===== config.mk =====
export PLATFORM = sky130hd
export DESIGN_NAME = size_class_slot_allocator_unit_flat
export DESIGN_NICKNAME = d
export VERILOG_FILES = /design/src/hw/rtl/scsa_pkg.sv /design/src/hw/rtl/scsa_ifs.sv /design/src/hw/rtl/size_class_slot_allocator_unit.sv /design/src/hw/rtl/scsa_ring_ram.sv /design/src/hw/rtl/scsa_bin_ctrl.sv /design/src/flat_wrapper.sv
export SDC_FILE = /design/constraint.sdc
export NUM_CORES = 2
export LEC_CHECK = 0
export BUFFER_PORTS_ARGS = -buffer_cell sky130_fd_sc_hd__buf_2
export CAP_MARGIN = 5
export CELL_PAD_IN_SITES_DETAIL_PLACEMENT = 1
export CELL_PAD_IN_SITES_GLOBAL_PLACEMENT = 1
export CORE_MARGIN = 8
export CORE_UTILIZATION = 25
export DETAILED_ROUTE_END_ITERATION = 8
export GPL_TIMING_DRIVEN = 0
export PLACE_DENSITY_LB_ADDON = 0.1
export SLEW_MARGIN = 0
export SYNTH_ARGS = -nofsm -noshare
export SYNTH_HDL_FRONTEND = slang
export SYNTH_SLANG_ARGS = --single-unit

===== constraint.sdc =====
create_clock -name clk -period 14.3 [get_ports clk]
set_clock_uncertainty 0.15 [all_clocks]
set_input_delay 2.86 -clock clk [delete_from_list [all_inputs] [get_ports clk]]
set_output_delay 2.86 -clock clk [all_outputs]
set_load 0.1 [all_outputs]

===== src/hw/rtl/scsa_pkg.sv =====
// Shared constants, codes and types of the size-class slot allocator.
`default_nettype none

package scsa_pkg;

    // Geometry
    localparam int NUM_BINS      = 6;
    localparam int SLOTS_PER_BIN = 64;
    localparam int RING_LEN      = SLOTS_PER_BIN + 1;
    localparam int CAP_REGS      = 6;

    // Field widths
    localparam int CAP_W      = 32;
    localparam int BIN_W      = 3;
    localparam int SLOT_W     = 6;
    localparam int STATUS_W   = 2;
    localparam int CFG_IDX_W  = 3;
    localparam int HEAD_W     = $clog2(RING_LEN + 1);
    localparam int BIN_IDX_W  = (NUM_BINS > 1) ? $clog2(NUM_BINS) : 1;
    localparam int CAP_IDX_W  = (CAP_REGS > 1) ? $clog2(CAP_REGS) : 1;
    localparam int RAM_DEPTH  = NUM_BINS * RING_LEN;
    localparam int RAM_AW     = $clog2(RAM_DEPTH);

    // Operation codes
    localparam logic FUNC_ALLOC = 1'b0;
    localparam logic FUNC_FREE  = 1'b1;

    // Result status codes
    typedef enum logic [STATUS_W-1:0] {
        ST_OK       = 2'd0,
        ST_NO_FIT   = 2'd1,
        ST_OVERFLOW = 2'd2,
        ST_BAD_BIN  = 2'd3
    } status_t;

    // Ring memory command
    typedef struct packed {
        logic              rd_en;
        logic              wr_en;
        logic [RAM_AW-1:0] addr;
        logic [SLOT_W-1:0] wdata;
    } mem_cmd_t;

    // Outcome of one request, decided at the transfer
    typedef struct packed {
        status_t           status;
        logic [BIN_W-1:0]  gbin;
        logic              use_mem;
        logic [SLOT_W-1:0] slot_dflt;
    } dec_t;

endpackage

`default_nettype wire


===== src/hw/rtl/scsa_ifs.sv =====
// Channel interfaces: request, response and configuration write.
`default_nettype none

interface scsa_req_if;
    logic                         valid;
    logic                         ready;
    logic                         func;
    logic [scsa_pkg::CAP_W-1:0]   request_size;
    logic [scsa_pkg::BIN_W-1:0]   free_bin;
    logic [scsa_pkg::SLOT_W-1:0]  free_slot;

    modport source (output valid, func, request_size, free_bin, free_slot, input ready);
    modport sink   (input valid, func, request_size, free_bin, free_slot, output ready);
endinterface

interface scsa_rsp_if;
    logic                          valid;
    logic                          ready;
    logic [scsa_pkg::STATUS_W-1:0] status;
    logic [scsa_pkg::BIN_W-1:0]    granted_bin;
    logic [scsa_pkg::SLOT_W-1:0]   granted_slot;

    modport source (output valid, status, granted_bin, granted_slot, input ready);
    modport sink   (input valid, status, granted_bin, granted_slot, output ready);
endinterface

interface scsa_cfg_if;
    logic                           valid;
    logic                           ready;
    logic [scsa_pkg::CFG_IDX_W-1:0] index;
    logic [scsa_pkg::CAP_W-1:0]     wdata;

    modport source (output valid, index, wdata, input ready);
    modport sink   (input valid, index, wdata, output ready);
endinterface

`default_nettype wire


===== src/hw/rtl/size_class_slot_allocator_unit.sv =====
// Top level of the size-class slot allocator.
//
//  channel  dir  payload                                   transfer
//  req      in   func, request_size, free_bin, free_slot   req.valid & req.ready
//  rsp      out  status, granted_bin, granted_slot         rsp.valid & rsp.ready
//  cfg      in   index, wdata (capacity registers 0..5)    cfg.valid & cfg.ready
//
// Each request is decoded and accesses the ring in the transfer cycle; the ring
// RAM's registered read data then forms the result in the output register.
// One request is in flight at a time; the output register lets the next request
// be taken while a result waits. cfg is always ready.
// Reset clears heads and fill marks; the ring RAM needs no clearing pass, as
// entries at or above a bin's fill mark read as their own index.
`default_nettype none

module size_class_slot_allocator_unit (
    input wire logic    clk,
    input wire logic    rst_n,
    scsa_req_if.sink    req,
    scsa_rsp_if.source  rsp,
    scsa_cfg_if.sink    cfg
);

    logic                        req_fire;
    logic                        s1_adv;
    scsa_pkg::mem_cmd_t          mem_cmd;
    scsa_pkg::dec_t              dec;
    logic [scsa_pkg::SLOT_W-1:0] rd_data;
    logic [scsa_pkg::SLOT_W-1:0] res_slot;

    logic                        s1_vld_reg, s1_vld_next;
    scsa_pkg::dec_t              s1_dec_reg, s1_dec_next;
    logic                        out_vld_reg, out_vld_next;
    scsa_pkg::status_t           out_status_reg, out_status_next;
    logic [scsa_pkg::BIN_W-1:0]  out_bin_reg, out_bin_next;
    logic [scsa_pkg::SLOT_W-1:0] out_slot_reg, out_slot_next;

    assign req.ready = !s1_vld_reg;
    assign req_fire  = req.valid && req.ready;
    assign cfg.ready = 1'b1;

    // Bin control
    scsa_bin_ctrl u_ctrl (
        .clk          (clk),
        .rst_n        (rst_n),
        .accept       (req_fire),
        .func         (req.func),
        .request_size (req.request_size),
        .free_bin     (req.free_bin),
        .free_slot    (req.free_slot),
        .cfg_valid    (cfg.valid),
        .cfg_index    (cfg.index),
        .cfg_wdata    (cfg.wdata),
        .mem_cmd      (mem_cmd),
        .dec          (dec)
    );

    // Free ring storage
    scsa_ring_ram #(
        .DEPTH  (scsa_pkg::RAM_DEPTH),
        .DATA_W (scsa_pkg::SLOT_W),
        .ADDR_W (scsa_pkg::RAM_AW)
    ) u_ram (
        .clk     (clk),
        .wr_en   (mem_cmd.wr_en),
        .rd_en   (mem_cmd.rd_en),
        .addr    (mem_cmd.addr),
        .wr_data (mem_cmd.wdata),
        .rd_data (rd_data)
    );

    // Stage 1 to output register
    assign s1_adv   = s1_vld_reg && (!out_vld_reg || rsp.ready);
    assign res_slot = s1_dec_reg.use_mem ? rd_data : s1_dec_reg.slot_dflt;

    always_comb
    begin
        s1_vld_next     = s1_vld_reg;
        s1_dec_next     = s1_dec_reg;
        out_vld_next    = out_vld_reg;
        out_status_next = out_status_reg;
        out_bin_next    = out_bin_reg;
        out_slot_next   = out_slot_reg;
        if (req_fire)
        begin
            s1_vld_next = 1'b1;
            s1_dec_next = dec;
        end
        else if (s1_adv)
        begin
            s1_vld_next = 1'b0;
        end
        if (s1_adv)
        begin
            out_vld_next    = 1'b1;
            out_status_next = s1_dec_reg.status;
            out_bin_next    = s1_dec_reg.gbin;
            out_slot_next   = res_slot;
        end
        else if (rsp.ready)
        begin
            out_vld_next = 1'b0;
        end
    end

    // Control registers
    always_ff @(posedge clk or negedge rst_n)
    begin
        if (!rst_n)
        begin
            s1_vld_reg  <= 1'b0;
            out_vld_reg <= 1'b0;
        end
        else
        begin
            s1_vld_reg  <= s1_vld_next;
            out_vld_reg <= out_vld_next;
        end
    end

    // Payload registers
    always_ff @(posedge clk)
    begin
        s1_dec_reg     <= s1_dec_next;
        out_status_reg <= out_status_next;
        out_bin_reg    <= out_bin_next;
        out_slot_reg   <= out_slot_next;
    end

    assign rsp.valid        = out_vld_reg;
    assign rsp.status       = out_status_reg;
    assign rsp.granted_bin  = out_bin_reg;
    assign rsp.granted_slot = out_slot_reg;

    // Checks
    a_fire_fills_s1: assert property (@(posedge clk) disable iff (!rst_n)
        req_fire |=> (s1_vld_reg && !req.ready))
        else $error("accepted request did not occupy stage 1");

    a_err_zero: assert property (@(posedge clk) disable iff (!rst_n)
        (rsp.valid && (rsp.status != scsa_pkg::ST_OK))
        |-> ((rsp.granted_bin == '0) && (rsp.granted_slot == '0)))
        else $error("failed request carries a bin or slot");

    a_s1_holds: assert property (@(posedge clk) disable iff (!rst_n)
        (s1_vld_reg && out_vld_reg && !rsp.ready) |=> (s1_vld_reg && $stable(s1_dec_reg)))
        else $error("stage 1 lost while output stalled");

endmodule

`default_nettype wire


===== src/hw/rtl/scsa_ring_ram.sv =====
// Generic single-port-write, registered-read RAM holding the free rings.
`default_nettype none

module scsa_ring_ram #(
    parameter int DEPTH  = 390,
    parameter int DATA_W = 6,
    parameter int ADDR_W = $clog2(DEPTH)
) (
    input  wire logic              clk,
    input  wire logic              wr_en,
    input  wire logic              rd_en,
    input  wire logic [ADDR_W-1:0] addr,
    input  wire logic [DATA_W-1:0] wr_data,
    output logic      [DATA_W-1:0] rd_data
);

    logic [DATA_W-1:0] mem [DEPTH];

    // Write port
    always_ff @(posedge clk)
    begin
        if (wr_en)
        begin
            mem[addr] <= wr_data;
        end
    end

    // Registered read, held between reads
    always_ff @(posedge clk)
    begin
        if (rd_en)
        begin
            rd_data <= mem[addr];
        end
    end

endmodule

`default_nettype wire


===== src/hw/rtl/scsa_bin_ctrl.sv =====
// Bin control: capacity registers, head table, fill marks and request decode.
`default_nettype none

module scsa_bin_ctrl (
    input  wire logic                           clk,
    input  wire logic                           rst_n,
    input  wire logic                           accept,
    input  wire logic                           func,
    input  wire logic [scsa_pkg::CAP_W-1:0]     request_size,
    input  wire logic [scsa_pkg::BIN_W-1:0]     free_bin,
    input  wire logic [scsa_pkg::SLOT_W-1:0]    free_slot,
    input  wire logic                           cfg_valid,
    input  wire logic [scsa_pkg::CFG_IDX_W-1:0] cfg_index,
    input  wire logic [scsa_pkg::CAP_W-1:0]     cfg_wdata,
    output scsa_pkg::mem_cmd_t                  mem_cmd,
    output scsa_pkg::dec_t                      dec
);

    logic [scsa_pkg::CAP_W-1:0]  cap_reg  [scsa_pkg::CAP_REGS];
    logic [scsa_pkg::HEAD_W-1:0] head_reg [scsa_pkg::NUM_BINS];
    logic [scsa_pkg::HEAD_W-1:0] head_next[scsa_pkg::NUM_BINS];
    // Fill mark: ring entries at or above the mark still hold their reset index;
    // entries between head and mark have been written back by a free
    logic [scsa_pkg::HEAD_W-1:0] mark_reg [scsa_pkg::NUM_BINS];
    logic [scsa_pkg::HEAD_W-1:0] mark_next[scsa_pkg::NUM_BINS];

    logic [scsa_pkg::NUM_BINS-1:0]  fit;
    logic                           any_fit;
    logic [scsa_pkg::BIN_IDX_W-1:0] sel;
    logic [scsa_pkg::BIN_IDX_W-1:0] fidx;
    logic                           fbin_ok;
    logic [scsa_pkg::HEAD_W-1:0]    sel_head;
    logic [scsa_pkg::HEAD_W-1:0]    free_head;

    // Capacity registers
    always_ff @(posedge clk or negedge rst_n)
    begin
        if (!rst_n)
        begin
            for (int i = 0; i < scsa_pkg::CAP_REGS; i++)
            begin
                cap_reg[i] <= '0;
            end
        end
        else if (cfg_valid && (int'(cfg_index) < scsa_pkg::CAP_REGS))
        begin
            cap_reg[cfg_index[scsa_pkg::CAP_IDX_W-1:0]] <= cfg_wdata;
        end
    end

    // Per-bin fit: capacity large enough and ring not empty
    always_comb
    begin
        for (int b = 0; b < scsa_pkg::NUM_BINS; b++)
        begin
            fit[b] = (b < scsa_pkg::CAP_REGS) && (cap_reg[b] >= request_size)
                     && (head_reg[b] != scsa_pkg::HEAD_W'(scsa_pkg::SLOTS_PER_BIN));
        end
    end

    // First fitting bin in ascending order
    always_comb
    begin
        sel = '0;
        for (int b = scsa_pkg::NUM_BINS - 1; b >= 0; b--)
        begin
            if (fit[b])
            begin
                sel = scsa_pkg::BIN_IDX_W'(b);
            end
        end
    end

    assign any_fit   = |fit;
    assign sel_head  = head_reg[sel];
    assign fbin_ok   = (free_bin != '0) && (int'(free_bin) <= scsa_pkg::NUM_BINS);
    assign fidx      = scsa_pkg::BIN_IDX_W'(free_bin - scsa_pkg::BIN_W'(1));
    assign free_head = head_reg[fidx];

    // Decode, memory command and head/mark updates
    always_comb
    begin
        for (int b = 0; b < scsa_pkg::NUM_BINS; b++)
        begin
            head_next[b] = head_reg[b];
            mark_next[b] = mark_reg[b];
        end
        mem_cmd.rd_en  = 1'b0;
        mem_cmd.wr_en  = 1'b0;
        mem_cmd.addr   = '0;
        mem_cmd.wdata  = free_slot;
        dec.status     = scsa_pkg::ST_NO_FIT;
        dec.gbin       = '0;
        dec.use_mem    = 1'b0;
        dec.slot_dflt  = '0;
        case (func)
            scsa_pkg::FUNC_ALLOC:
            begin
                mem_cmd.addr = scsa_pkg::RAM_AW'(sel) * scsa_pkg::RAM_AW'(scsa_pkg::RING_LEN)
                               + scsa_pkg::RAM_AW'(sel_head);
                if (any_fit)
                begin
                    dec.status    = scsa_pkg::ST_OK;
                    dec.gbin      = scsa_pkg::BIN_W'(sel) + scsa_pkg::BIN_W'(1);
                    dec.use_mem   = (sel_head < mark_reg[sel]);
                    dec.slot_dflt = sel_head[scsa_pkg::SLOT_W-1:0];
                    mem_cmd.rd_en = accept;
                    if (accept)
                    begin
                        head_next[sel] = sel_head + scsa_pkg::HEAD_W'(1);
                        if (sel_head >= mark_reg[sel])
                        begin
                            mark_next[sel] = sel_head + scsa_pkg::HEAD_W'(1);
                        end
                    end
                end
            end
            scsa_pkg::FUNC_FREE:
            begin
                mem_cmd.addr = scsa_pkg::RAM_AW'(fidx) * scsa_pkg::RAM_AW'(scsa_pkg::RING_LEN)
                               + scsa_pkg::RAM_AW'(free_head - scsa_pkg::HEAD_W'(1));
                if (!fbin_ok)
                begin
                    dec.status = scsa_pkg::ST_BAD_BIN;
                end
                else if (free_head == '0)
                begin
                    dec.status = scsa_pkg::ST_OVERFLOW;
                end
                else
                begin
                    dec.status    = scsa_pkg::ST_OK;
                    mem_cmd.wr_en = accept;
                    if (accept)
                    begin
                        head_next[fidx] = free_head - scsa_pkg::HEAD_W'(1);
                    end
                end
            end
            default:
            begin
                dec.status = scsa_pkg::ST_NO_FIT;
            end
        endcase
    end

    // Head table and fill marks
    always_ff @(posedge clk or negedge rst_n)
    begin
        if (!rst_n)
        begin
            for (int b = 0; b < scsa_pkg::NUM_BINS; b++)
            begin
                head_reg[b] <= '0;
                mark_reg[b] <= '0;
            end
        end
        else
        begin
            for (int b = 0; b < scsa_pkg::NUM_BINS; b++)
            begin
                head_reg[b] <= head_next[b];
                mark_reg[b] <= mark_next[b];
            end
        end
    end

    // Checks
    for (genvar g = 0; g < scsa_pkg::NUM_BINS; g++)
    begin : g_chk
        a_head_in_mark: assert property (@(posedge clk) disable iff (!rst_n)
            (head_reg[g] <= mark_reg[g])
            && (mark_reg[g] <= scsa_pkg::HEAD_W'(scsa_pkg::SLOTS_PER_BIN)))
            else $error("head above fill mark or mark out of range");
    end

    a_one_access: assert property (@(posedge clk) disable iff (!rst_n)
        (mem_cmd.rd_en || mem_cmd.wr_en) |-> (accept && !(mem_cmd.rd_en && mem_cmd.wr_en)))
        else $error("ring access without a transfer, or read and write together");

    a_alloc_moves_head: assert property (@(posedge clk) disable iff (!rst_n)
        (accept && (func == scsa_pkg::FUNC_ALLOC) && (dec.status == scsa_pkg::ST_OK))
        |=> (head_reg[$past(sel)] == $past(sel_head) + scsa_pkg::HEAD_W'(1)))
        else $error("granted bin head did not advance");

endmodule

`default_nettype wire

===== src/flat_wrapper.sv =====
// flat-port wrapper written by rule: the top's interface ports become plain ports
module size_class_slot_allocator_unit_flat 
  (clk, rst_n, req_valid, req_func, req_request_size, req_free_bin, req_free_slot, req_ready, rsp_valid, rsp_status, rsp_granted_bin, rsp_granted_slot, rsp_ready, cfg_valid, cfg_index, cfg_wdata, cfg_ready);
  scsa_req_if req_i ();
  scsa_rsp_if rsp_i ();
  scsa_cfg_if cfg_i ();
  input wire logic clk;
  input wire logic rst_n;
  input wire logic [$bits(req_i.valid)-1:0] req_valid;
  input wire logic [$bits(req_i.func)-1:0] req_func;
  input wire logic [$bits(req_i.request_size)-1:0] req_request_size;
  input wire logic [$bits(req_i.free_bin)-1:0] req_free_bin;
  input wire logic [$bits(req_i.free_slot)-1:0] req_free_slot;
  output wire logic [$bits(req_i.ready)-1:0] req_ready;
  output wire logic [$bits(rsp_i.valid)-1:0] rsp_valid;
  output wire logic [$bits(rsp_i.status)-1:0] rsp_status;
  output wire logic [$bits(rsp_i.granted_bin)-1:0] rsp_granted_bin;
  output wire logic [$bits(rsp_i.granted_slot)-1:0] rsp_granted_slot;
  input wire logic [$bits(rsp_i.ready)-1:0] rsp_ready;
  input wire logic [$bits(cfg_i.valid)-1:0] cfg_valid;
  input wire logic [$bits(cfg_i.index)-1:0] cfg_index;
  input wire logic [$bits(cfg_i.wdata)-1:0] cfg_wdata;
  output wire logic [$bits(cfg_i.ready)-1:0] cfg_ready;
  assign req_i.valid = req_valid;
  assign req_i.func = req_func;
  assign req_i.request_size = req_request_size;
  assign req_i.free_bin = req_free_bin;
  assign req_i.free_slot = req_free_slot;
  assign req_ready = req_i.ready;
  assign rsp_valid = rsp_i.valid;
  assign rsp_status = rsp_i.status;
  assign rsp_granted_bin = rsp_i.granted_bin;
  assign rsp_granted_slot = rsp_i.granted_slot;
  assign rsp_i.ready = rsp_ready;
  assign cfg_i.valid = cfg_valid;
  assign cfg_i.index = cfg_index;
  assign cfg_i.wdata = cfg_wdata;
  assign cfg_ready = cfg_i.ready;
  size_class_slot_allocator_unit u_core (.clk(clk), .rst_n(rst_n), .req(req_i), .rsp(rsp_i), .cfg(cfg_i));
endmodule

Word-level counts from Yosys, hierarchy flattened
Memory sizes are Yosys's and may differ from the RTL's. A register that Yosys moved wholly into a read port is not among the register bits.
Index checks and enable logic that the tools add are counted.
{ "totals": {"register_bits": 301, "latch_bits": 0, "ramBits": 2340, "romBits": 0, "in_bits": 82, "output_inout_bits": 14, "word_cells": 141, "n_memories": 1} }
{ "mem_list": {"columns": ["memory", "words", "width", "rd", "rd_ports_with_merged_regs", "wr", "line", "source"], "rows": [
  ["u_core.u_ram.mem", 390, 6, 1, 1, 1, "scsa_ring_ram.sv:17", "logic [DATA_W-1:0] mem [DEPTH];"]
]} }
{ "classes": {"addsub": 7, "n_mul": 2, "div": 0, "order_cmp": 16, "n_eq_ne": 11, "shifts": 0, "muxes": 48, "bitwise_logic": 5, "n_reduce_logical": 24} }
{ "op_table": {"columns": ["cell", "count"], "rows": [
  ["$mux 42", 5],
  ["$bwmux 192", 1],
  ["$ge 32x32->1", 6],
  ["$bwmux 42", 3],
  ["$demux 32 s3", 1],
  ["$pmux 42 s2", 1],
  ["$bmux 7 s3", 3],
  ["$mux 7", 8],
  ["$demux 7 s3", 2],
  ["$ne 7x7->1 const B", 6],
  ["$mux 32", 1],
  ["$mul 3x7->9 const B", 2],
  ["$mux 3", 6],
  ["$pmux 9 s2", 1],
  ["$logic_and 1x1->1", 13],
  ["$ge 4x4->1 const B", 3],
  ["$lt 4x1->1 const B", 3],
  ["$not 3->4", 3],
  ["$mux 1", 11],
  ["$mux 11", 1],
  ["$add 9x7->9", 1],
  ["$add 9x9->9", 1],
  ["$sub 7x1->8 const B", 1],
  ["$add 7x1->7 const B", 1],
  ["other kinds (22)", 29]
]} }

Logic depth before layout (Yosys ltp)
{ "logic_depth": {"word_depth": 17, "mapped_depth": 32, "mapped_depth_nobuf": 29} }

Modules after synthesis
A second synthesis with hierarchy kept.
{ "unflattened": {"cells_unflattened": 5931, "area_unflattened_um2": 109641.4} }
{ "by_module_without_submodules": {"columns": ["module", "instances", "cells_per_inst", "area_each_um2"], "rows": [
  ["scsa_ring_ram", 1, 4312, 91360.1],
  ["scsa_bin_ctrl", 1, 1579, 17394.2],
  ["size_class_slot_allocator_unit", 1, 40, 887.1]
]} }

Worst setup path after synthesis
Ideal clock, no wire load.
{ "synth_timing": {"path_type": "input port to flip-flop", "from": "input req_request_size[9]", "to": "register u_core.u_ram.rd_data[3], read port of u_core.u_ram.mem, data pin", "setup_ps": 267, "arrival_time_ps": 10063, "t_required_ps": 13883, "slack_ps": 3820, "stages": 30, "cell_sequence": "inv_1 ha_1 a21o_1 a21o_1 a21oi_1 o211ai_1 o31ai_1 o31a_1 o21a_1 buf_6 inv_1 and3_1 a311o_1 a31oi_1 inv_1 ha_1 mux2i_1 buf_2 buf_2 buf_2 buf_1 buf_2 buf_2 mux4_2 nand2_1 nand3_1 a311oi_1 a21oi_1 a22oi_1 nand4_1"} }
{ "synth_between": {"elab_chain_cells": 14, "word_cells_on_any_way": 28, "classes_between": "1 x add/sub; 1 x mul; 6 x order compare; 12 x mux; 1 x bitwise; 7 x reduce/logical"} }
{ "synth_lines": {"columns": ["element", "line", "source"], "rows": [
  ["start: declaration", "flat_wrapper.sv:11", "input wire logic [$bits(req_i.request_size)-1:0] req_request_size;"],
  ["$ge 32x32->1", "scsa_bin_ctrl.sv:56", "fit[b] = (b < scsa_pkg::CAP_REGS) && (cap_reg[b] >= request_size)"],
  ["$logic_and 1x1->1", "scsa_bin_ctrl.sv:57", "&& (head_reg[b] != scsa_pkg::HEAD_W'(scsa_pkg::SLOTS_PER_BIN));"],
  ["$mux 3 (5 in a row)", "scsa_bin_ctrl.sv:67", "if (fit[b])"],
  ["$mux 3 (*)", "scsa_bin_ctrl.sv:67", null],
  ["$not 3->4 (implied by the code) (*)", "scsa_bin_ctrl.sv:75", "assign sel_head = head_reg[sel];"],
  ["$bmux 7 s3 (*)", "scsa_bin_ctrl.sv:75", null],
  ["$mux 7 (implied by the code) (*) (2 in a row)", "scsa_bin_ctrl.sv:75", null],
  ["named net u_core.u_ctrl.sel_head (one bit)", "scsa_bin_ctrl.sv:32", "logic [scsa_pkg::HEAD_W-1:0] sel_head;"],
  ["$add 9x7->9 (*)", "scsa_bin_ctrl.sv:100", "+ scsa_pkg::RAM_AW'(sel_head);"],
  ["$pmux 9 s2 (*)", "scsa_bin_ctrl.sv:96", "case (func)"],
  ["end: declaration", "scsa_ring_ram.sv:14", "output logic [DATA_W-1:0] rd_data"]
]} }
Mark *: on every way through the listed nets, which the timed path passes. The rest lies on a longest branch. The select of a mux whose other input is x is not followed.
A chain may end at the register's enable or synchronous reset.

Worst setup path after layout
{ "layout_timing": {"from": "input req_request_size[2]", "to": "register u_core.u_ram.rd_data[3], read port of u_core.u_ram.mem, data pin"} }
Same word-level chain as after synthesis.

==> results.md <==
* Largest net degree at the start of global routing at 143
* Clk buf depth at 4
* # setup viols final at 0
* Die height at 680 um
* Global Route Usage Sum at about a fifth
* Synth Area in XOR/XNOR at 0.188%
* CTS Sinks at 2647
* I/O Buffers at 91
* CTS tree: yes
* Post-synth ARST share at 10.5%
* Antenna violations before repair at 62
* Simple-Gate Fraction of Synth Area at roughly 6.5%
* Adder-Cell Fraction of Synth Area at about 2.6%
* Wire per inst at roughly 37 um
* Post-synth top area cell: edfxtp_1
* 1st-iter DRT viols at 6449
* Critical path class: primary input to register
* Period utilization at 98.9%
* First-pass GRT wire length at approximately 640000 um
* Area of the multi-input gates at 0.0304 mm2
* Routed wire length at 483000 um
* Hold Path Class: register to register
* Number of global-route vias before repair at 67400
* Compound-gate portion of the synthesized area at under 10%
* Area Overhead vs Synth at 18.9%
* Ys flop type: edfxtp_1
* Clk slew on worst S/H paths at about 60 ps
* Skew-Pair Late Insertion Delay at between 900 and 1000 ps
* Clk root buf: clkbuf_16
* Filler cell count at 45300
* Placer Congestion at between 0.8 and 0.9
* Critical Path RT at 14710 ps
* Synth top area cells: edfxtp_1 65%, mux4_2 12%, dfrtp_1 6.3%
* Setup crit end kind: register
* Proportion of layout cells with a drive suffix above 1 at 24.3%
* YS warnings at 0
* H-tree levels at 5
* Slew of the pin with the lowest slew margin at about 1500 ps
* Seq cells post-synth at 2647
* Share of the synthesized area in the top cell type at 64.5%
* Core area at 0.441 mm2
* Final Net Count at 7241
* Largest register FFs at 2340
* Routed vias/inst at 4.94
* Slew Limit Fails at 0
* DRC errors left at 0
* Number of synthesized flops with an enable pin at 2369
* Max cap viols at 0
* Mux contribution to synthesized area at about 15%
* Most common cell after layout, fill and taps aside: edfxtp_1
* Total grt overflow at 0
* Synth cell types at 84
* Crit path DAT at approximately 15000 ps
* Vias at between 60000 and 70000
* Most frequent cells in the layout: 2369 x edfxtp_1, 763 x nand2_1, 589 x mux4_2
* Peak per-stage delay on the critical path at 740 ps
* CTS Hold Bufs at 0
* Initial core utilization at 25.0%
* Die width at between 600 and 700 um
* Startpoint Class: primary input
* I/O pins at 96
* Num CTS Buffers at approximately 320
* Syn nets at around 6700
* Die ar. at 0.463 mm2
* Largest family of logic cells by synthesized area: multiplexers
* Fin crit period at 14140 ps
* Syn Std Cell Area at ~0.11 mm2
* Post-DRT Antenna Nets at 0
* Syn Inst Count at 6415
* Average size of a mapped cell at 17.2 um2
* Sequential share of the synthesized area at 70.8%
* Sequential Area at 0.0781 mm2
* Status: finished clean
* First drt pass iteration count at 6
* Rows at approximately 240
* Critical-path top delay cell: o21bai_1
* Post-detail-place hpwl at 338000 um
* Critical path fanouts, max at 10
* Setup_tns at 0 ps
* F_max at 70.7 MHz
* Max_slew headroom at 2.10%
* Hold Violations, Final at 0
worst max-delay path, delay by kind of cell:
| kind | cells | cell delay (ps) |
|---|---|---|
| adders and majority gates | 3 | 970 |
| muxes | 2 | 590 |
| AOI/OAI and AO/OA | 11 | 4010 |
| and+or+nand+nor | 4 | 1010 |
| buffers and inverters | 12 | 4940 |
cell type report:
type / count / area share, %
Sequential cell: 2647 / 59.6
Multi-Input combinational cell: 3313 / 23.2
Clock buffer: 414 / 6.61
Tap cell: 5904 / 5.63
Timing Repair Buffer: 203 / 2.05
Buffer: 360 / 1.35
Clock inverter: 169 / 1.32
Inverter: 87 / 0.257
Antenna cell: 14 / 0.0267
path summary, 6_finish.rpt:
path                       slack [ps]                       start  depth (start not counted)                   endpoint
min in group asynchronous        1840                       rst_n                          1  u_core.u_ctrl.head_reg[7]
max reg2reg                      2050  u_core.u_ctrl.cap_reg[162]                         30    u_core.u_ram.rd_data[3]
min reg2reg                       270        u_core.s1_dec_reg[7]                          0  u_core.rsp.granted_bin[0]
max in group asynchronous       10580                       rst_n                          3   u_core.u_ctrl.cap_reg[6]
min                               270        u_core.s1_dec_reg[7]                          0  u_core.rsp.granted_bin[0]
max                               160         req_request_size[2]                         32    u_core.u_ram.rd_data[3]
synth_stat cells (13+ instances only):
library cell and instances:
a211oi_1 22, ha_1 222, o21ai_0 79, nor2_1 460
xnor2_1 13, mux2i_1 79, a21oi_1 102, inv_1 82
and3_1 124, nand2_1 763, nand2b_1 15, buf_1 76
a31oi_1 105, a22oi_1 24, a21o_1 15, edfxtp_1 2369
nor3_1 33, dfrtp_1 278, a311oi_1 23, clkbuf_1 218
mux4_2 589, o22ai_1 27, mux2_2 240, nand3_1 136
buf_2 63, nand4_1 43
kinds of logic after synthesis:
| family | Yosys count |
|---|---|
| compound gates | 505 |
| xor+xnor | 22 |
| fa+ha+maj | 224 |
| buf+inv | 455 |
| flops | 2647 |
| mux | 909 |
| other cells | 1 |
| simple gates | 1652 |
timing repair:
| action | 4_1_cts | 5_1_grt |
|---|---|---|
| resized for setup | 58 | 9 |
| gates cloned | 0 | 0 |
| setup endpoints to repair | 2080 | 458 |
| pin swaps | 8 | 0 |
| endpoints found under the hold margin | 0 | 0 |
| buffers inserted | 16 | 0 |
per-layer routing:
layer  vias up  global-route usage (%)  part of all wire [%]
li1      26400                       -                     -
met1     35800                    27.5                    44
met2      2057                    34.2                    48
met3       568                    2.95                   5.1
met4         4                    5.23                   2.9
met5         -                       0                0.0062
stage by stage:
step	setup WS, ps	instance area, um2	std cells	util, %	hold WS [ps]
2_1_floorplan	3820	110000	6415	-	250
3_3_place_gp	-7540	118000	12400	26.8	261
3_5_place_dp	-3610	120000	12500	27.3	265
4_1_cts	0.457	131000	13100	29.7	278
5_1_grt	-0.150	131000	13100	29.8	290
6_report	161	131000	13100	29.8	272
Power is not shown: default switching activity piles up to over one toggle a cycle in this logic, so the estimate is an artifact.
